### config.mk
export PLATFORM = sky130hd
export DESIGN_NAME = sha256_nonce_search
export DESIGN_NICKNAME = d
export VERILOG_FILES = /design/src/rtl/shns_pkg.sv /design/src/rtl/shns_sched_cell.sv /design/src/rtl/shns_round_core.sv /design/src/rtl/sha256_nonce_search.sv
export SDC_FILE = /design/constraint.sdc
export NUM_CORES = 2
export LEC_CHECK = 0
export BUFFER_PORTS_ARGS = -buffer_cell sky130_fd_sc_hd__buf_2
export CORE_MARGIN = 2
export CORE_UTILIZATION = 27
export CTS_CLUSTER_DIAMETER = 50
export CTS_CLUSTER_SIZE = 20
export DETAILED_ROUTE_END_ITERATION = 8
export PLACE_DENSITY_LB_ADDON = 0.1
export RECOVER_POWER = 25
export SETUP_SLACK_MARGIN = 0.5
export SYNTH_ARGS = -nofsm -noshare
export SYNTH_HDL_FRONTEND = slang
export SYNTH_HIERARCHICAL = 1
export SYNTH_SLANG_ARGS = --single-unit
### constraint.sdc
create_clock -name i_clk -period 47.7 [get_ports i_clk]
set_input_delay 9.54 -clock i_clk [delete_from_list [all_inputs] [get_ports i_clk]]
set_output_delay 9.54 -clock i_clk [all_outputs]
set_load 0.01 [all_outputs]
### src/rtl/shns_pkg.sv
// Package for the SHA-256 nonce search: constants, round constants and helper functions.
package shns_pkg;

    localparam int NONCE_BITS   = 31;
    localparam int DIGEST_BYTES = 32;
    localparam int DIFF_W       = 7;
    localparam int MAX_DIGITS   = 2 * DIGEST_BYTES;
    localparam int N_ROUNDS     = 64;
    localparam int N_SCHED      = 16;
    localparam int RND_W        = $clog2(N_ROUNDS);

    localparam logic [31:0] HEADER_BITS = 32'd416;
    localparam logic [31:0] PAD_WORD    = 32'h8000_0000;
    localparam logic [255:0] INIT_H = {
        32'h6a09e667, 32'hbb67ae85, 32'h3c6ef372, 32'ha54ff53a,
        32'h510e527f, 32'h9b05688c, 32'h1f83d9ab, 32'h5be0cd19
    };

    typedef enum logic [1:0] {
        t_idle  = 2'd0,
        t_round = 2'd1,
        t_check = 2'd2
    } t_state;

    // Control from the sequencer to the cell chain.
    typedef struct packed {
        logic             load;
        logic             step;
        logic [RND_W-1:0] rnd;
    } t_cell_ctrl;

    function automatic logic [31:0] round_k(input logic [RND_W-1:0] idx);
        logic [31:0] k;
        unique case (idx)
            6'd0:  k = 32'h428a2f98; 6'd1:  k = 32'h71374491;
            6'd2:  k = 32'hb5c0fbcf; 6'd3:  k = 32'he9b5dba5;
            6'd4:  k = 32'h3956c25b; 6'd5:  k = 32'h59f111f1;
            6'd6:  k = 32'h923f82a4; 6'd7:  k = 32'hab1c5ed5;
            6'd8:  k = 32'hd807aa98; 6'd9:  k = 32'h12835b01;
            6'd10: k = 32'h243185be; 6'd11: k = 32'h550c7dc3;
            6'd12: k = 32'h72be5d74; 6'd13: k = 32'h80deb1fe;
            6'd14: k = 32'h9bdc06a7; 6'd15: k = 32'hc19bf174;
            6'd16: k = 32'he49b69c1; 6'd17: k = 32'hefbe4786;
            6'd18: k = 32'h0fc19dc6; 6'd19: k = 32'h240ca1cc;
            6'd20: k = 32'h2de92c6f; 6'd21: k = 32'h4a7484aa;
            6'd22: k = 32'h5cb0a9dc; 6'd23: k = 32'h76f988da;
            6'd24: k = 32'h983e5152; 6'd25: k = 32'ha831c66d;
            6'd26: k = 32'hb00327c8; 6'd27: k = 32'hbf597fc7;
            6'd28: k = 32'hc6e00bf3; 6'd29: k = 32'hd5a79147;
            6'd30: k = 32'h06ca6351; 6'd31: k = 32'h14292967;
            6'd32: k = 32'h27b70a85; 6'd33: k = 32'h2e1b2138;
            6'd34: k = 32'h4d2c6dfc; 6'd35: k = 32'h53380d13;
            6'd36: k = 32'h650a7354; 6'd37: k = 32'h766a0abb;
            6'd38: k = 32'h81c2c92e; 6'd39: k = 32'h92722c85;
            6'd40: k = 32'ha2bfe8a1; 6'd41: k = 32'ha81a664b;
            6'd42: k = 32'hc24b8b70; 6'd43: k = 32'hc76c51a3;
            6'd44: k = 32'hd192e819; 6'd45: k = 32'hd6990624;
            6'd46: k = 32'hf40e3585; 6'd47: k = 32'h106aa070;
            6'd48: k = 32'h19a4c116; 6'd49: k = 32'h1e376c08;
            6'd50: k = 32'h2748774c; 6'd51: k = 32'h34b0bcb5;
            6'd52: k = 32'h391c0cb3; 6'd53: k = 32'h4ed8aa4a;
            6'd54: k = 32'h5b9cca4f; 6'd55: k = 32'h682e6ff3;
            6'd56: k = 32'h748f82ee; 6'd57: k = 32'h78a5636f;
            6'd58: k = 32'h84c87814; 6'd59: k = 32'h8cc70208;
            6'd60: k = 32'h90befffa; 6'd61: k = 32'ha4506ceb;
            6'd62: k = 32'hbef9a3f7; 6'd63: k = 32'hc67178f2;
            default: k = 32'h0;
        endcase
        return k;
    endfunction

    function automatic logic [31:0] swap32(input logic [31:0] x);
        return {x[7:0], x[15:8], x[23:16], x[31:24]};
    endfunction

    function automatic logic [31:0] rotr(input logic [31:0] x, input int n);
        return (x >> n) | (x << (32 - n));
    endfunction

endpackage

### src/rtl/shns_sched_cell.sv
// One cell of the message schedule chain: a 32-bit word passed to its neighbour each round.
module shns_sched_cell
    import shns_pkg::*;
(
    input  logic               i_clk,
    input  t_cell_ctrl         i_ctrl,
    input  logic [31:0]        i_load_word,
    input  logic [31:0]        i_shift_word,
    output logic [31:0]        o_word
);
    logic [31:0] r_word;

    always_ff @(posedge i_clk) begin
        if (i_ctrl.load) begin
            r_word <= i_load_word;
        end else if (i_ctrl.step) begin
            r_word <= i_shift_word;
        end
    end

    assign o_word = r_word;
endmodule

### src/rtl/shns_round_core.sv
// Compression rounds: a chain of sixteen schedule cells feeding the working-variable registers.
module shns_round_core
    import shns_pkg::*;
(
    input  logic         i_clk,
    input  t_cell_ctrl   i_ctrl,
    input  logic [511:0] i_block,
    output logic [255:0] o_digest
);
    logic [31:0] w_cell [N_SCHED];
    logic [31:0] w_next;
    logic [31:0] w_s0, w_s1;
    logic [31:0] r_a, r_b, r_c, r_d, r_e, r_f, r_g, r_h;
    logic [31:0] n_t1, n_t2, n_bs0, n_bs1, n_ch, n_maj;

    // Cell 0 holds W[t]; the new word enters at the far end of the chain.
    assign w_s0 = rotr(w_cell[1], 7) ^ rotr(w_cell[1], 18) ^ (w_cell[1] >> 3);
    assign w_s1 = rotr(w_cell[14], 17) ^ rotr(w_cell[14], 19) ^ (w_cell[14] >> 10);
    assign w_next = w_s1 + w_cell[9] + w_s0 + w_cell[0];

    for (genvar g = 0; g < N_SCHED; g++) begin : g_cell
        shns_sched_cell u_cell (
            .i_clk        (i_clk),
            .i_ctrl       (i_ctrl),
            .i_load_word  (i_block[511 - 32*g -: 32]),
            .i_shift_word ((g == N_SCHED - 1) ? w_next : w_cell[(g + 1) % N_SCHED]),
            .o_word       (w_cell[g])
        );
    end

    always_comb begin
        n_bs1 = rotr(r_e, 6) ^ rotr(r_e, 11) ^ rotr(r_e, 25);
        n_ch  = (r_e & r_f) ^ (~r_e & r_g);
        n_t1  = r_h + n_bs1 + n_ch + round_k(i_ctrl.rnd) + w_cell[0];
        n_bs0 = rotr(r_a, 2) ^ rotr(r_a, 13) ^ rotr(r_a, 22);
        n_maj = (r_a & r_b) ^ (r_a & r_c) ^ (r_b & r_c);
        n_t2  = n_bs0 + n_maj;
    end

    always_ff @(posedge i_clk) begin
        if (i_ctrl.load) begin
            {r_a, r_b, r_c, r_d, r_e, r_f, r_g, r_h} <= INIT_H;
        end else if (i_ctrl.step) begin
            r_h <= r_g; r_g <= r_f; r_f <= r_e;
            r_e <= r_d + n_t1;
            r_d <= r_c; r_c <= r_b; r_b <= r_a;
            r_a <= n_t1 + n_t2;
        end
    end

    assign o_digest = {r_a + INIT_H[255:224], r_b + INIT_H[223:192],
                       r_c + INIT_H[191:160], r_d + INIT_H[159:128],
                       r_e + INIT_H[127:96],  r_f + INIT_H[95:64],
                       r_g + INIT_H[63:32],   r_h + INIT_H[31:0]};
endmodule

### src/rtl/sha256_nonce_search.sv
// Top level of the SHA-256 nonce search: job sequencer, difficulty check and result register.
// Each trial nonce is one load, 64 rounds through the schedule cell chain and one check.
// The result strobe follows the last check of a job.
// Throughput is one job at a time; busy stays high up to and including the result strobe.
// The receiver cannot stall: o_done is high for one cycle only.
// Reset (synchronous, active low) returns to idle with difficulty 2.
module sha256_nonce_search
    import shns_pkg::*;
(
    input  logic                  i_clk,
    input  logic                  i_rst_n,
    input  logic                  start,
    output logic                  busy,
    input  logic                  i_cfg_valid,
    output logic                  o_cfg_ready,
    input  logic [DIFF_W-1:0]     i_cfg_data,
    input  logic [63:0]           i_timestamp,
    input  logic [63:0]           i_data_word,
    input  logic [63:0]           i_prev_hash_0,
    input  logic [63:0]           i_prev_hash_1,
    input  logic [63:0]           i_prev_hash_2,
    input  logic [63:0]           i_prev_hash_3,
    output logic                  o_done,
    output logic                  o_found,
    output logic [NONCE_BITS-1:0] o_winning_nonce,
    output logic [63:0]           o_hash_word_0,
    output logic [63:0]           o_hash_word_1,
    output logic [63:0]           o_hash_word_2,
    output logic [63:0]           o_hash_word_3
);
    t_state                r_state, n_state;
    logic [DIFF_W-1:0]     r_diff;
    logic [NONCE_BITS-1:0] r_nonce;
    logic [RND_W-1:0]      r_rnd;
    logic                  r_load;
    logic [383:0]          r_hdr;
    logic [511:0]          w_block;
    logic [255:0]          w_digest;
    logic [255:0]          w_mask;
    logic                  w_hit, w_last;
    logic                  r_done, r_found;
    logic [NONCE_BITS-1:0] r_win;
    logic [255:0]          r_hash;
    t_cell_ctrl            w_ctrl;
    logic                  w_accept;
    logic [31:0]           w_nonce32;

    assign w_accept  = start && !busy;
    assign o_cfg_ready = 1'b1;
    assign w_nonce32 = 32'(r_nonce);
    assign w_block   = {r_hdr, swap32(w_nonce32), PAD_WORD, 32'h0, HEADER_BITS};

    // Leading-zero test: mask the top 4*difficulty bits, saturating at the full digest.
    always_comb begin
        for (int i = 0; i < MAX_DIGITS; i++) begin
            w_mask[255 - 4*i -: 4] = (7'(i) < r_diff) ? 4'hf : 4'h0;
        end
    end
    assign w_hit  = ((w_digest & w_mask) == '0);
    assign w_last = (r_nonce == '1);

    always_comb begin
        n_state = r_state;
        unique case (r_state)
            t_idle:  if (w_accept) n_state = t_round;
            t_round: if (!r_load && r_rnd == RND_W'(N_ROUNDS - 1)) n_state = t_check;
            t_check: n_state = (w_hit || w_last) ? t_idle : t_round;
            default: n_state = t_idle;
        endcase
    end

    always_comb begin
        w_ctrl.load = r_load;
        w_ctrl.step = (r_state == t_round) && !r_load;
        w_ctrl.rnd  = r_rnd;
        busy        = (r_state != t_idle) || r_done;
    end

    always_ff @(posedge i_clk) begin
        if (!i_rst_n) begin
            r_state <= t_idle;
            r_diff  <= DIFF_W'(2);
            r_load  <= 1'b0;
            r_done  <= 1'b0;
            r_rnd   <= '0;
            r_nonce <= '0;
        end else begin
            r_state <= n_state;
            r_done  <= 1'b0;
            if (i_cfg_valid) r_diff <= i_cfg_data;
            if (w_accept) begin
                r_nonce <= '0;
                r_load  <= 1'b1;
                r_rnd   <= '0;
            end else if (r_state == t_round) begin
                r_load <= 1'b0;
                if (!r_load) r_rnd <= r_rnd + 1'b1;
            end else if (r_state == t_check) begin
                if (w_hit || w_last) begin
                    r_done <= 1'b1;
                end else begin
                    r_nonce <= r_nonce + 1'b1;
                    r_load  <= 1'b1;
                end
            end
        end
    end

    always_ff @(posedge i_clk) begin
        if (w_accept) begin
            r_hdr <= {swap32(i_timestamp[31:0]), swap32(i_timestamp[63:32]),
                      swap32(i_data_word[31:0]), swap32(i_data_word[63:32]),
                      i_prev_hash_0, i_prev_hash_1, i_prev_hash_2, i_prev_hash_3};
        end
        if (r_state == t_check) begin
            r_found <= w_hit;
            r_win   <= r_nonce;
            r_hash  <= w_digest;
        end
    end

    shns_round_core u_core (
        .i_clk    (i_clk),
        .i_ctrl   (w_ctrl),
        .i_block  (w_block),
        .o_digest (w_digest)
    );

    assign o_done          = r_done;
    assign o_found         = r_found;
    assign o_winning_nonce = r_win;
    assign o_hash_word_0   = r_hash[255:192];
    assign o_hash_word_1   = r_hash[191:128];
    assign o_hash_word_2   = r_hash[127:64];
    assign o_hash_word_3   = r_hash[63:0];
endmodule
==> results.cfg <==
[outcome]
outcome = finished, violations left
violations = capacitance limit, slew limit

[clocking]
numCtsBuffers = 218
htree_levels = 4
cts_tree = yes
post-cts-setup-buffer-count = 0
cts_sinks = 1488
path_clk_slew_ns = 0.06
clk_latency_ns = 0.90
post_cts_resized = 0
clockBufferDepth = 4
cts_hold_buf = 0
cts-root-buf = clkbuf_16

[min_path]
min_path_cells = 1
hold_path.class = reg2reg

[finish]
fin_util_pct = 32.2
final_common_cell = edfxtp_1
synthToLayoutAreaGrowth_pct = 18.3
seqCellArea_um2 = 41600
drive_above_1_share_pct = 23.8
largest_reg_flops = 512
fin_nets = 7448
fillCellCount = 28800
final_cell_mix = edfxtp_1, buf_2, xnor2_1
multiInputGateArea_um2 = 32500

[placement]
routabilityCongestion = 0.879
dp_hpwl_mm = 215
io_buffers = 684

[synth]
yosys_register_bits = 1488
synth-edff-count = 1184
synth_top_area_share_pct = 45.8
synth.avg_cell_area_um2 = 13.1
ys_warn_count = 6
synth-main-ff-cell = edfxtp_1
yosysSeqAreaShare_pct = 53.6
ys_types = 110
synth_largest_area_cell = edfxtp_1
syn-instance-count = 5933
yosys-top-cells-area = edfxtp_1, mux2_4, dfxtp_1
syn-cell-area_um2 = 77700
async_reset_ff_share_pct = 0

[floorplan]
die_w_um = 540
initial_core_util_pct = 27.2
core-area_um2 = 286000
fp-row-count = 196
die-area_um2 = 292000
io_pins = 686
die_h_um = 540

[sta]
hold_viol_final = 0
worst_pin_slew_ns = 8.05
period_share_pct = 26.6
rsz0062_at_grt = no
setup_tns_ns = 0
period_needed_ns = 12.68
timing.fmax_mhz = 78.9
slew_headroom_pct = -437
setup_viol = 0
drv_slew = 729
fin_worst_skew_ns = 0.0950
whs_ns = 0.501

[critical_path]
path_cells = buf_2, inv_1, nor2_4, buf_4, buf_4, buf_4, buf_12
critPathCaptureType = register
rr_worst_depth = 6
crit_path_top_delay_cell = buf_4
path_max_fanout = 154
timing.setup.critical_path_class = in2reg
timing.critical_path.mode_cell = buf_4
worst_ep_required_time_ns = 48.20
critPathLaunchType = primary input
cpPeakStageDelay_ns = 0.85
arrival_ns = 13.18

[global_route]
grt_overflow_total = 0
grt_pass1_wl_mm = 392
antenna_found_initial = 68
track_usage_pct = 18.9
grt_max_degree = 155
grt_pass1_vias = 50100

[detailed_routing]
wl_per_cell_um = 26.6
drtIter0Drc = 4138
viasPerCell = 4.70
vias = 50200
drt_wl_total_mm = 284
detail_route.drc_violations = 0
drtAntennaViolNets = 0
first_pass_iters = 5

[run]
drv_cap = 15
-- per-stage QoR --
stage	cell area, um2	setup slack (ns)	std cells
3_5_place_dp	85000	34.13	10300
2_1_floorplan	78100	21.09	6029
5_1_grt	91900	34.88	10700
4_1_cts	92600	35.09	10700
3_3_place_gp	85000	34.15	10300
6_report	91900	35.02	10700
-- area by class of cell --
type / instances / area share (%)
Tap cell: 3762 / 5.12
Inverter: 357 / 1.46
Clock buffer: 242 / 6.19
Clock inverter: 164 / 2.07
Antenna cell: 5 / 0.0136
Multi-Input combinational cell: 3870 / 35.3
Sequential cell: 1488 / 45.3
Timing Repair Buffer: 784 / 4.53
-- cells in the mapped netlist, drive strengths merged, types with 27 or more instances --
cell    number
inv        355
a21o        49
buf        129
a21oi      217
ha         147
a211oi      37
xnor2      394
maj3        30
xor2       180
mux2i      200
nor2       348
and3        34
mux2       537
nand2      381
nand2b      36
nor2b       27
nand3       69
a31oi       36
or4         35
o21a        34
nor4        57
dfxtp      304
edfxtp    1184
nor3        82
or3         28
clkbuf     185
o21ai      231
o211ai      63
fa         187
-- kinds of logic after synthesis --
kind of cell	Yosys count	share of synthesized area, %
buffers and inverters	671	4.50
adders and majority gates	364	7.57
xor gates and xnor gates	575	6.50
and+or+nand+nor	1205	7.32
muxes	748	12.9
DFF	1488	53.6
AOI/OAI and AO/OA	880	7.58
other	2	0.00966
-- worst paths after layout --
kind | startpoint | to | slack, ns
max | start | r_hdr[168]$_DFFE_PP_ | 35.02
max reg2reg | r_load$_SDFFE_PN0P_ | u_core/r_e[29]$_SDFFE_PP0P_ | 35.75
min | r_hdr[42]$_DFFE_PP_ | u_core/g_cell[10].u_cell/o_word[10]$_DFFE_PP_ | 0.50
min reg2reg | r_hdr[42]$_DFFE_PP_ | u_core/g_cell[10].u_cell/o_word[10]$_DFFE_PP_ | 0.50
-- worst max-delay path, delay by kind of cell --
family / cells / cell delay (ns)
buf+inv: 6 / 3.05
simple gates: 1 / 0.12
-- per-layer routing --
layer | GRT usage, % | vias up | part of all wire, % | wire length, um
li1 | - | 23000 | - | -
met1 | 25.4 | 25100 | 45 | 127000
met2 | 31.8 | 1667 | 48 | 136000
met3 | 2.37 | 409 | 4.7 | 13300
met4 | 4.99 | 4 | 2.8 | 8010
met5 | 0 | - | 0.0095 | 27
Power is not shown: default switching activity piles up to over one toggle a cycle in this logic, so the estimate is an artifact.
